`config.mk`:
```
export PLATFORM = sky130hd
export DESIGN_NAME = nearest_neighbor_concentration_pull_core
export DESIGN_NICKNAME = d
export VERILOG_FILES = /design/src/design/nnc_pkg.sv /design/src/design/nnc_datapath.sv /design/src/design/nnc_ctrl.sv /design/src/design/nearest_neighbor_concentration_pull_core.sv
export SDC_FILE = /design/constraint.sdc
export NUM_CORES = 2
export LEC_CHECK = 0
export ABC_AREA = 0
export BUFFER_PORTS_ARGS = -buffer_cell sky130_fd_sc_hd__buf_2
export CAP_MARGIN = 20
export CELL_PAD_IN_SITES_DETAIL_PLACEMENT = 1
export CELL_PAD_IN_SITES_GLOBAL_PLACEMENT = 2
export CORE_MARGIN = 3
export CORE_UTILIZATION = 42
export DETAILED_ROUTE_END_ITERATION = 12
export PLACE_DENSITY_LB_ADDON = 0.1
export SLEW_MARGIN = 10
export SYNTH_ARGS = -nofsm -noshare
export SYNTH_HDL_FRONTEND = slang
export SYNTH_SLANG_ARGS = --single-unit
```
`constraint.sdc`:
```
create_clock -name clk -period 13.9 [get_ports clk]
set_input_delay 2.78 -clock clk [delete_from_list [all_inputs] [get_ports clk]]
set_output_delay 2.78 -clock clk [all_outputs]
set_load 0.1 [all_outputs]
```
`src/design/nnc_pkg.sv`:
```
`default_nettype none
// ----------------------------------------------------------------------------
// nnc_pkg
// Shared types, constants and helper functions for the nearest-neighbor
// concentration pull core.
// ----------------------------------------------------------------------------
package nnc_pkg;

    // Number of species the model is built for.
    localparam int SPECIES_DEF = 2;

    // Configuration register map.
    localparam int CFG_ADDR_W = 3;
    localparam logic [CFG_ADDR_W-1:0] ADDR_EQ_DIST = 3'h0;
    localparam logic [CFG_ADDR_W-1:0] ADDR_TIME_STEP = 3'h4;
    localparam logic [31:0] EQ_DIST_RESET = 32'h0001_0000;
    localparam logic [31:0] TIME_STEP_RESET = 32'h0001_0000;

    // Squared radius of the reset radius (1.0 squared in Q32.32).
    localparam logic [63:0] BEST_RESET = 64'h0000_0001_0000_0000;

    // Item kinds carried in the input tuser.
    localparam logic OP_AGENT = 1'b0;
    localparam logic OP_NEIGHBOR = 1'b1;

    // Iteration counts of the shared root and divide steps.
    localparam int SQRT_STEPS = 32;
    localparam int DIV_STEPS = 17;
    localparam int CNT_W = 5;

    // Operand choice for the shared multiplier.
    typedef enum logic [2:0] {
        MS_DX,
        MS_DY,
        MS_DZ,
        MS_DD,
        MS_FRAC,
        MS_DT
    } mul_sel_t;

    // Commands from the controller to the datapath.
    typedef struct packed {
        logic     take;
        logic     mul_en;
        mul_sel_t mul_sel;
        logic     acc_load;
        logic     acc_add;
        logic     cmp;
        logic     arm_set;
        logic     clr_flags;
        logic     sqrt_init;
        logic     sqrt_step;
        logic     div_init;
        logic     div_step;
        logic     frac_zero;
        logic     ln_diff;
        logic     ln_upd;
        logic     lane;
        logic     emit;
    } nnc_cmd_t;

    // Status from the datapath to the controller.
    typedef struct packed {
        logic in_op;
        logic item_last;
        logic found;
        logic d_nonzero;
        logic root_lt_d;
        logic out_busy;
    } nnc_stat_t;

    // 64-bit add that sticks at all ones on overflow.
    function automatic logic [63:0] sat_add64(input logic [63:0] a, input logic [63:0] b);
        logic [64:0] s;
        begin
            s = {1'b0, a} + {1'b0, b};
            sat_add64 = s[64] ? {64{1'b1}} : s[63:0];
        end
    endfunction

    // Magnitude of the difference of two signed 32-bit values.
    function automatic logic [31:0] abs_diff(input logic [31:0] a, input logic [31:0] b);
        logic [32:0] d;
        logic [32:0] n;
        begin
            d = {a[31], a} - {b[31], b};
            n = -d;
            abs_diff = d[32] ? n[31:0] : d[31:0];
        end
    endfunction

endpackage
`default_nettype wire

```
`src/design/nnc_datapath.sv`:
```
`default_nettype none
// ----------------------------------------------------------------------------
// nnc_datapath
// Agent state, nearest-neighbor search registers, shared multiplier,
// bit-serial square root and divider, and the output register.
// ----------------------------------------------------------------------------
module nnc_datapath
    import nnc_pkg::*;
#(
    parameter int SPECIES = SPECIES_DEF
)
(
    input  wire logic         clk,
    input  wire logic         rst_n,
    input  wire nnc_cmd_t     cmd,
    output nnc_stat_t         st,
    input  wire logic [159:0] in_data,
    input  wire logic         in_op,
    input  wire logic         in_last,
    input  wire logic [31:0]  eq_dist,
    input  wire logic [31:0]  time_step,
    output logic              out_valid,
    input  wire logic         out_ready,
    output logic [63:0]       out_data,
    output logic [2:0]        out_flags
);

    // Only the first two species are carried by the fields; further species
    // stay zero forever and need no storage.
    localparam int LANES = (SPECIES < 2) ? SPECIES : 2;

    logic [31:0] in_pos [3];
    logic [31:0] in_conc [2];

    logic [31:0] agent_pos_reg [3];
    logic [31:0] agent_conc_reg [LANES];
    logic [31:0] best_conc_reg [LANES];
    logic [31:0] item_conc_reg [LANES];
    logic [63:0] best_reg;
    logic        found_reg;
    logic        item_last_reg;
    logic [31:0] dx_reg, dy_reg, dz_reg;

    logic [63:0] prod_reg;
    logic [63:0] acc_reg;
    logic [31:0] mul_a, mul_b;
    logic [63:0] mul_out;
    logic [63:0] sq_sum;

    logic [63:0] src_reg;
    logic [34:0] rem_reg;
    logic [31:0] root_reg;
    logic [34:0] rem_sh, trial, rem_next;
    logic        sq_ge;

    logic [32:0] divrem_reg;
    logic [16:0] frac_reg;
    logic [32:0] div_sub;
    logic        div_ge;

    logic [31:0] diff_reg;
    logic        gt_reg;
    logic [48:0] upd_sum;
    logic [31:0] upd_sat;

    logic [LANES-1:0] raised_reg;
    logic        out_valid_reg;
    logic [31:0] out_c0_reg, out_c1_reg;
    logic [2:0]  out_flags_reg;
    logic [31:0] conc_second_w;
    logic        raised_second_w;

    assign in_pos[0]  = in_data[31:0];
    assign in_pos[1]  = in_data[63:32];
    assign in_pos[2]  = in_data[95:64];
    assign in_conc[0] = in_data[127:96];
    assign in_conc[1] = in_data[159:128];

    // Shared multiplier operand selection.
    always_comb
    begin
        case (cmd.mul_sel)
            MS_DX:
            begin
                mul_a = dx_reg;
                mul_b = dx_reg;
            end
            MS_DY:
            begin
                mul_a = dy_reg;
                mul_b = dy_reg;
            end
            MS_DZ:
            begin
                mul_a = dz_reg;
                mul_b = dz_reg;
            end
            MS_DD:
            begin
                mul_a = eq_dist;
                mul_b = eq_dist;
            end
            MS_FRAC:
            begin
                mul_a = {15'd0, frac_reg};
                mul_b = diff_reg;
            end
            MS_DT:
            begin
                mul_a = prod_reg[47:16];
                mul_b = time_step;
            end
            default:
            begin
                mul_a = 32'd0;
                mul_b = 32'd0;
            end
        endcase
    end

    assign mul_out = {32'd0, mul_a} * {32'd0, mul_b};
    assign sq_sum  = sat_add64(acc_reg, prod_reg);

    // Square root: two bits of the radicand per step.
    assign rem_sh   = {rem_reg[32:0], src_reg[63:62]};
    assign trial    = {1'b0, root_reg, 2'b01};
    assign sq_ge    = (rem_sh >= trial);
    assign rem_next = sq_ge ? (rem_sh - trial) : rem_sh;

    // Restoring divide, one quotient bit per step.
    assign div_ge  = (divrem_reg >= {1'b0, eq_dist});
    assign div_sub = div_ge ? (divrem_reg - {1'b0, eq_dist}) : divrem_reg;

    assign upd_sum = {17'd0, agent_conc_reg[cmd.lane]} + {1'b0, prod_reg[63:16]};
    assign upd_sat = (|upd_sum[48:32]) ? 32'hFFFF_FFFF : upd_sum[31:0];

    always_ff @(posedge clk or negedge rst_n)
    begin
        if (!rst_n)
        begin
            for (int i = 0; i < 3; i++)
            begin
                agent_pos_reg[i] <= 32'd0;
            end
            for (int s = 0; s < LANES; s++)
            begin
                agent_conc_reg[s] <= 32'd0;
            end
            best_reg      <= BEST_RESET;
            found_reg     <= 1'b0;
            out_valid_reg <= 1'b0;
        end
        else
        begin
            if (cmd.take && (in_op == OP_AGENT))
            begin
                for (int i = 0; i < 3; i++)
                begin
                    agent_pos_reg[i] <= in_pos[i];
                end
                for (int s = 0; s < LANES; s++)
                begin
                    agent_conc_reg[s] <= in_conc[s];
                end
            end
            if (cmd.cmp && (sq_sum < best_reg))
            begin
                best_reg  <= sq_sum;
                found_reg <= 1'b1;
            end
            if (cmd.arm_set)
            begin
                best_reg  <= prod_reg;
                found_reg <= 1'b0;
            end
            if (cmd.ln_upd && gt_reg)
            begin
                agent_conc_reg[cmd.lane] <= upd_sat;
            end
            if (cmd.emit)
            begin
                out_valid_reg <= 1'b1;
            end
            else if (out_ready)
            begin
                out_valid_reg <= 1'b0;
            end
        end
    end

    // Payload registers.
    always_ff @(posedge clk)
    begin
        if (cmd.take)
        begin
            item_last_reg <= in_last;
            dx_reg <= abs_diff(agent_pos_reg[0], in_pos[0]);
            dy_reg <= abs_diff(agent_pos_reg[1], in_pos[1]);
            dz_reg <= abs_diff(agent_pos_reg[2], in_pos[2]);
            for (int s = 0; s < LANES; s++)
            begin
                item_conc_reg[s] <= in_conc[s];
            end
        end
        if (cmd.mul_en)
        begin
            prod_reg <= mul_out;
        end
        if (cmd.acc_load)
        begin
            acc_reg <= prod_reg;
        end
        if (cmd.acc_add)
        begin
            acc_reg <= sq_sum;
        end
        if (cmd.cmp && (sq_sum < best_reg))
        begin
            for (int s = 0; s < LANES; s++)
            begin
                best_conc_reg[s] <= item_conc_reg[s];
            end
        end
        if (cmd.sqrt_init)
        begin
            src_reg  <= best_reg;
            rem_reg  <= 35'd0;
            root_reg <= 32'd0;
        end
        if (cmd.sqrt_step)
        begin
            src_reg  <= {src_reg[61:0], 2'b00};
            rem_reg  <= rem_next;
            root_reg <= {root_reg[30:0], sq_ge};
        end
        if (cmd.div_init)
        begin
            divrem_reg <= {1'b0, eq_dist - root_reg};
            frac_reg   <= 17'd0;
        end
        if (cmd.div_step)
        begin
            divrem_reg <= {div_sub[31:0], 1'b0};
            frac_reg   <= {frac_reg[15:0], div_ge};
        end
        if (cmd.frac_zero)
        begin
            frac_reg <= 17'd0;
        end
        if (cmd.ln_diff)
        begin
            gt_reg   <= found_reg && (best_conc_reg[cmd.lane] > agent_conc_reg[cmd.lane]);
            diff_reg <= best_conc_reg[cmd.lane] - agent_conc_reg[cmd.lane];
        end
        if (cmd.clr_flags)
        begin
            raised_reg <= '0;
        end
        if (cmd.ln_upd && gt_reg)
        begin
            raised_reg[cmd.lane] <= 1'b1;
        end
        if (cmd.emit)
        begin
            out_c0_reg    <= agent_conc_reg[0];
            out_c1_reg    <= conc_second_w;
            out_flags_reg <= {found_reg, raised_second_w, raised_reg[0]};
        end
    end

    generate
        if (LANES > 1)
        begin : g_two
            assign conc_second_w   = agent_conc_reg[LANES-1];
            assign raised_second_w = raised_reg[LANES-1];
        end
        else
        begin : g_one
            assign conc_second_w   = 32'd0;
            assign raised_second_w = 1'b0;
        end
    endgenerate

    assign st.in_op     = in_op;
    assign st.item_last = item_last_reg;
    assign st.found     = found_reg;
    assign st.d_nonzero = (eq_dist != 32'd0);
    assign st.root_lt_d = (root_reg < eq_dist);
    assign st.out_busy  = out_valid_reg && !out_ready;

    assign out_valid = out_valid_reg;
    assign out_data  = {out_c1_reg, out_c0_reg};
    assign out_flags = out_flags_reg;

endmodule
`default_nettype wire

```
`src/design/nnc_ctrl.sv`:
```
`default_nettype none
// ----------------------------------------------------------------------------
// nnc_ctrl
// Sequencer that walks the datapath through agent loads, neighbor
// compares and the per-agent result computation.
// ----------------------------------------------------------------------------
module nnc_ctrl
    import nnc_pkg::*;
#(
    parameter int SPECIES = SPECIES_DEF
)
(
    input  wire logic      clk,
    input  wire logic      rst_n,
    input  wire logic      in_valid,
    output logic           in_ready,
    output nnc_cmd_t       cmd,
    input  wire nnc_stat_t st
);

    localparam int LANES = (SPECIES < 2) ? SPECIES : 2;

    typedef enum logic [4:0] {
        ST_IDLE,
        ST_AG_ARM,
        ST_AG_SET,
        ST_NB_X,
        ST_NB_Y,
        ST_NB_Z,
        ST_NB_CMP,
        ST_FIN,
        ST_SQ_STEP,
        ST_DIV_INIT,
        ST_DIV_STEP,
        ST_LN_DIFF,
        ST_LN_MP,
        ST_LN_MD,
        ST_LN_UPD,
        ST_EMIT,
        ST_RE_ARM,
        ST_RE_SET
    } state_t;

    state_t           state_reg;
    logic [CNT_W-1:0] cnt_reg;
    logic             lane_reg;
    logic             take;

    assign in_ready = (state_reg == ST_IDLE);
    assign take     = in_valid && in_ready;

    always_ff @(posedge clk or negedge rst_n)
    begin
        if (!rst_n)
        begin
            state_reg <= ST_IDLE;
            cnt_reg   <= '0;
            lane_reg  <= 1'b0;
        end
        else
        begin
            unique case (state_reg)
                ST_IDLE:
                begin
                    if (take)
                    begin
                        state_reg <= (st.in_op == OP_AGENT) ? ST_AG_ARM : ST_NB_X;
                    end
                end
                ST_AG_ARM:  state_reg <= ST_AG_SET;
                ST_AG_SET:  state_reg <= st.item_last ? ST_FIN : ST_IDLE;
                ST_NB_X:    state_reg <= ST_NB_Y;
                ST_NB_Y:    state_reg <= ST_NB_Z;
                ST_NB_Z:    state_reg <= ST_NB_CMP;
                ST_NB_CMP:  state_reg <= st.item_last ? ST_FIN : ST_IDLE;
                ST_FIN:
                begin
                    cnt_reg  <= '0;
                    lane_reg <= 1'b0;
                    state_reg <= (st.found && st.d_nonzero) ? ST_SQ_STEP : ST_LN_DIFF;
                end
                ST_SQ_STEP:
                begin
                    cnt_reg <= cnt_reg + 1'b1;
                    if (cnt_reg == CNT_W'(SQRT_STEPS - 1))
                    begin
                        state_reg <= ST_DIV_INIT;
                    end
                end
                ST_DIV_INIT:
                begin
                    cnt_reg   <= '0;
                    state_reg <= st.root_lt_d ? ST_DIV_STEP : ST_LN_DIFF;
                end
                ST_DIV_STEP:
                begin
                    cnt_reg <= cnt_reg + 1'b1;
                    if (cnt_reg == CNT_W'(DIV_STEPS - 1))
                    begin
                        state_reg <= ST_LN_DIFF;
                    end
                end
                ST_LN_DIFF: state_reg <= ST_LN_MP;
                ST_LN_MP:   state_reg <= ST_LN_MD;
                ST_LN_MD:   state_reg <= ST_LN_UPD;
                ST_LN_UPD:
                begin
                    if (lane_reg == 1'(LANES - 1))
                    begin
                        state_reg <= ST_EMIT;
                    end
                    else
                    begin
                        lane_reg  <= lane_reg + 1'b1;
                        state_reg <= ST_LN_DIFF;
                    end
                end
                ST_EMIT:
                begin
                    if (!st.out_busy)
                    begin
                        state_reg <= ST_RE_ARM;
                    end
                end
                ST_RE_ARM:  state_reg <= ST_RE_SET;
                ST_RE_SET:  state_reg <= ST_IDLE;
                default:    state_reg <= ST_IDLE;
            endcase
        end
    end

    always_comb
    begin
        cmd         = '0;
        cmd.mul_sel = MS_DX;
        cmd.take    = take;
        cmd.lane    = lane_reg;
        unique case (state_reg)
            ST_IDLE: ;
            ST_AG_ARM, ST_RE_ARM:
            begin
                cmd.mul_en  = 1'b1;
                cmd.mul_sel = MS_DD;
            end
            ST_AG_SET, ST_RE_SET: cmd.arm_set = 1'b1;
            ST_NB_X:
            begin
                cmd.mul_en  = 1'b1;
                cmd.mul_sel = MS_DX;
            end
            ST_NB_Y:
            begin
                cmd.mul_en   = 1'b1;
                cmd.mul_sel  = MS_DY;
                cmd.acc_load = 1'b1;
            end
            ST_NB_Z:
            begin
                cmd.mul_en  = 1'b1;
                cmd.mul_sel = MS_DZ;
                cmd.acc_add = 1'b1;
            end
            ST_NB_CMP: cmd.cmp = 1'b1;
            ST_FIN:
            begin
                cmd.clr_flags = 1'b1;
                cmd.sqrt_init = st.found && st.d_nonzero;
                cmd.frac_zero = !(st.found && st.d_nonzero);
            end
            ST_SQ_STEP: cmd.sqrt_step = 1'b1;
            ST_DIV_INIT:
            begin
                cmd.div_init  = st.root_lt_d;
                cmd.frac_zero = !st.root_lt_d;
            end
            ST_DIV_STEP: cmd.div_step = 1'b1;
            ST_LN_DIFF:  cmd.ln_diff = 1'b1;
            ST_LN_MP:
            begin
                cmd.mul_en  = 1'b1;
                cmd.mul_sel = MS_FRAC;
            end
            ST_LN_MD:
            begin
                cmd.mul_en  = 1'b1;
                cmd.mul_sel = MS_DT;
            end
            ST_LN_UPD: cmd.ln_upd = 1'b1;
            ST_EMIT:   cmd.emit = !st.out_busy;
            default: ;
        endcase
    end

endmodule
`default_nettype wire

```
`src/design/nearest_neighbor_concentration_pull_core.sv`:
```
`default_nettype none
// ----------------------------------------------------------------------------
// nearest_neighbor_concentration_pull_core
// Finds the nearest neighbor of one agent inside the interaction radius and
// pulls the agent's two species concentrations toward that neighbor's.
// ----------------------------------------------------------------------------
//
// Channel   Dir  Handshake           Contents
// s_axis    in   tvalid/tready       agent or neighbor word, tlast ends agent
// m_axis    out  tvalid/tready       updated concentrations and flags
// apb       in   psel/penable/pready radius (0x0) and time step (0x4)
//
// One word is taken at a time. A neighbor word steps through the X, Y, Z and
// compare states (one shared 32x32 multiplier forms the three squares in
// turn); an agent word through the arm and set states. A word with tlast adds
// a bit-serial square root (32 steps), a restoring divide (17 steps after a
// setup state) and two multiplies per carried species on the same multiplier.
// The root is skipped when no neighbor was kept or the radius is zero, and
// the divide when the root is not below the radius. The output register lets
// the next word be accepted while a result still waits; a new result stalls
// only while the previous one has not been taken. After reset the search is
// armed at once for the reset radius; there is no clearing pass.
//
module nearest_neighbor_concentration_pull_core
    import nnc_pkg::*;
#(
    parameter int SPECIES = SPECIES_DEF
)
(
    input  wire logic                  clk,
    input  wire logic                  rst_n,
    // Fields from bit 0: pos_x, pos_y, pos_z, conc_first, conc_second.
    input  wire logic [159:0]          s_axis_tdata,
    // Fields from bit 0: opcode.
    input  wire logic                  s_axis_tuser,
    input  wire logic                  s_axis_tlast,
    input  wire logic                  s_axis_tvalid,
    output logic                       s_axis_tready,
    // Fields from bit 0: new_conc_first, new_conc_second.
    output logic [63:0]                m_axis_tdata,
    // Fields from bit 0: raised_first, raised_second, neighbor_found.
    output logic [2:0]                 m_axis_tuser,
    output logic                       m_axis_tvalid,
    input  wire logic                  m_axis_tready,
    input  wire logic                  psel,
    input  wire logic                  penable,
    input  wire logic                  pwrite,
    input  wire logic [CFG_ADDR_W-1:0] paddr,
    input  wire logic [31:0]           pwdata,
    output logic [31:0]                prdata,
    output logic                       pready
);

    nnc_cmd_t    cmd;
    nnc_stat_t   st;
    logic [31:0] eq_dist_reg;
    logic [31:0] time_step_reg;
    logic        cfg_wr;

    // Configuration registers. Writes must arrive only while the core is idle; the core does not enforce this.
    assign pready = 1'b1;
    assign cfg_wr = psel && penable && pwrite && pready;

    always_ff @(posedge clk or negedge rst_n)
    begin
        if (!rst_n)
        begin
            eq_dist_reg   <= EQ_DIST_RESET;
            time_step_reg <= TIME_STEP_RESET;
        end
        else if (cfg_wr)
        begin
            unique case (paddr)
                ADDR_EQ_DIST:   eq_dist_reg   <= pwdata;
                ADDR_TIME_STEP: time_step_reg <= pwdata;
                default: ;
            endcase
        end
    end

    always_comb
    begin
        unique case (paddr)
            ADDR_EQ_DIST:   prdata = eq_dist_reg;
            ADDR_TIME_STEP: prdata = time_step_reg;
            default:        prdata = 32'd0;
        endcase
    end

    nnc_ctrl #(
        .SPECIES (SPECIES)
    ) u_ctrl (
        .clk      (clk),
        .rst_n    (rst_n),
        .in_valid (s_axis_tvalid),
        .in_ready (s_axis_tready),
        .cmd      (cmd),
        .st       (st)
    );

    nnc_datapath #(
        .SPECIES (SPECIES)
    ) u_dp (
        .clk       (clk),
        .rst_n     (rst_n),
        .cmd       (cmd),
        .st        (st),
        .in_data   (s_axis_tdata),
        .in_op     (s_axis_tuser),
        .in_last   (s_axis_tlast),
        .eq_dist   (eq_dist_reg),
        .time_step (time_step_reg),
        .out_valid (m_axis_tvalid),
        .out_ready (m_axis_tready),
        .out_data  (m_axis_tdata),
        .out_flags (m_axis_tuser)
    );

`ifndef NO_ASSERTIONS
    // A result is only loaded when the output register is free or draining.
    a_emit_free: assert property (@(posedge clk) disable iff (!rst_n)
        cmd.emit |-> !st.out_busy)
        else $error("result loaded over an untaken result");

    // The root is only taken when a neighbor was kept and the radius is set.
    a_sqrt_found: assert property (@(posedge clk) disable iff (!rst_n)
        cmd.sqrt_init |-> (st.found && st.d_nonzero))
        else $error("square root started without a kept neighbor");

    // The shared units never run in the same cycle.
    a_one_unit: assert property (@(posedge clk) disable iff (!rst_n)
        $onehot0({cmd.mul_en, cmd.sqrt_step, cmd.div_step}))
        else $error("shared units active together");

    // No word is taken while a result computation is under way.
    a_no_take_busy: assert property (@(posedge clk) disable iff (!rst_n)
        (cmd.sqrt_step || cmd.div_step || cmd.ln_upd) |-> !s_axis_tready)
        else $error("input accepted during result computation");
`endif

endmodule
`default_nettype wire
```
==> results.yml <==
layout:
  num-fill-cells: 24460
  final_common_cell: "inv_1"
  largest_register_ffs: 96
  num-nets-final: 11630
  area_growth_syn_to_layout_pct: 10.02
  final_cell_mix: "inv_1 (1,346), nand2_1 (1,129), nor2_1 (941)"
  seqCellArea_sq_um: 26360
  drive_gt1_share_pct: 9.554
  final_util_pct: 46.67
  multi_input_area_sq_um: 58730
  design_area_sq_um: 100500
clock_network:
  cts.sinks: 935
  ctsLongestPathBuffers: 3
  cts.clk_slew.worst_paths_ns: 0.07
  cts_max_level: 3
  clock_latency_ns: 0.81
  holdBufCountCts: 0
  cts_resized: 0
  cts_buffers: 112
  cts_setup_buffers: 0
  cts_tree: "done"
  cts-root-buf: "clkbuf_16"
setup_path:
  cp.arrival_ns: 12.72
  critical_path.max_stage_delay_ns: 0.97
  crit_top_cell: "fa_1"
  required_ns: 14.45
  end_kind: "flop"
  slowest_stage: "a221o_1"
  crit_fanout: 19
  rr_endpoint: "u_dp.prod_reg[62]$_DFFE_PN_"
  crit_type: "reg2reg"
  r2r_cells: 31
  rr_startpoint: "u_ctrl.state_reg[4]$_DFFE_PN0P_"
  r2r_slack_ns: 1.73
  startpoint_type: "flop"
logic_synthesis:
  ys.flop_type: "edfxtp_1"
  ys_ff_latch: 935
  syn_area_sq_um: 91390
  avgSynthCellArea_sq_um: 9.378
  syn_inst: 9746
  async_flop_share_pct: 32.19
  synth.area.top_cells: "edfxtp_1 (20%), fa_1 (20%), ha_1 (9.0%)"
  yosysSeqAreaShare_pct: 28.84
  synth-edff-count: 612
  yosysWarnings: 0
  synth_top_area_share_pct: 20.11
  ys_types: 105
  syn_nets: 11510
  yosys.area.top_type: "edfxtp_1"
sta:
  fmax_mhz: 82.20
  slew-limit-headroom_pct: 19.44
  setup_viol: 0
  hold_viol: 0
  slew_viol_final: 0
  fin_skew_ns: 0.1000
  tightestPinTransition_ns: 1.208
  grt_setup_unrepaired: "false"
  timing.final.crit_share_pct: 87.53
  layout_min_cycle_time_ns: 12.17
  fin_setup_tns_ns: 0
min_path:
  hp-start: "u_dp.item_conc_reg[0][30]$_DFFE_PP_"
  min_path_cells: 0
  worst_hold_path.endpoint: "u_dp.best_conc_reg[0][30]$_DFFE_PP_"
  hp-class: "reg2reg"
global_route:
  grtUsageTotal_pct: 33.24
  grt_pass1_wl_mm: 547.9
  grt_pass1_vias: 79820
  overflow: 0
  grt_antenna_before_repair: 38
  grt_max_degree: 123
routing:
  viasPerCell: 5.951
  top_layer: "met5"
  first_iter_violations: 6557
  routed_wl_mm: 374.1
  drc: 0
  dr_wl_met2_mm: 167.2
  wl_met1_mm: 154.3
  postRouteAntennaNets: 0
  wl_met3_mm: 26.37
  num_vias: 76240
  drtPass1Iterations: 10
  avgRoutedWirePerCell_um: 29.20
floorplanning:
  initial_core_util_pct: 42.42
  coreArea_sq_um: 215500
  die_w_um: 472.5
  dieArea_sq_um: 223200
  rows: 170
  die_h_um: 472.5
  ios: 306
run:
  max-cap-violations: 0
place:
  place_area_sq_um: 96520
  dp_hpwl_mm: 292.6
  portBuffers: 304
  place.gp.congestion: 0.9779
outcome:
  status: "complete, no violations"
==> per-stage QoR <==
step | setup slack [ns] | instances | hold WS (ns)
6_report | 1.734 | 12810 | 0.4201
5_1_grt | 1.405 | 12800 | 0.4219
4_1_cts | 1.939 | 12800 | 0.4120
3_5_place_dp | 1.978 | 12590 | 0.4057
3_3_place_gp | 2.185 | 12580 | 0.4007
2_1_floorplan | 3.120 | 9746 | 0.4003
==> synth_stat cells, drive strengths merged (149+ instances only) <==
cell type and count:
xnor2 270, nand2 1131, a21oi 420, nand3 149
fa 904, a21o 238, ha 654, nor2 952
dfrtp 298, edfxtp 612, clkbuf 418, o21ai 419
inv 1347
==> how the worst max path moves through the flow <==
stage                                                from                       endpoint  slack, ns
after floorplan           u_ctrl.state_reg[0]$_DFFE_PN0P_  u_dp.rem_reg[0]$_SDFFCE_PN0P_       3.12
after global placement    u_ctrl.state_reg[4]$_DFFE_PN0P_    u_dp.prod_reg[62]$_DFFE_PN_       2.18
after detailed placement  u_ctrl.state_reg[4]$_DFFE_PN0P_    u_dp.prod_reg[62]$_DFFE_PN_       1.98
after CTS                 u_ctrl.state_reg[4]$_DFFE_PN0P_    u_dp.prod_reg[62]$_DFFE_PN_       1.94
after global routing      u_ctrl.state_reg[4]$_DFFE_PN0P_    u_dp.prod_reg[62]$_DFFE_PN_       1.40
final                     u_ctrl.state_reg[4]$_DFFE_PN0P_    u_dp.prod_reg[62]$_DFFE_PN_       1.73
==> cells by family after synthesis <==
kind of cell    after synthesis  share of synthesized area [%]
simple gates               2798                          13.35
compound gates             1977                          14.72
buf+inv                    1819                          7.498
fa+ha+maj                  1558                          28.75
flops                       935                          28.84
xor+xnor                    415                          3.977
mux                         243                          2.860
other cells                   1                       0.004103
==> critical path: cells and delay by family, from the launching register on <==
kind            cells  cell delay, ns
fa+ha+maj           9            4.26
compound gates      8            3.53
buf+inv             4            0.45
flops               1            0.58
xor+xnor            1            0.12
simple gates        9            2.93
==> area by class of cell <==
class	count	area share [%]
Multi-Input combinational cell	6992	58.41
Sequential cell	935	26.21
Inverter	1348	5.037
Tap cell	2838	3.532
Clock buffer	144	3.046
Timing Repair Buffer	475	2.852
Clock inverter	70	0.8910
Antenna cell	9	0.02240
==> routing by layer <==
metal / up-vias / global-route usage (%)
li1: 33410 / -
met3: 698 / 5.911
met5: - / 0
met1: 39370 / 43.36
met4: 10 / 19.47
met2: 2753 / 51.91
Power is left out: the tool's default activity adds up to more than one toggle a clock period on the data nets, which glitch-free logic cannot reach.
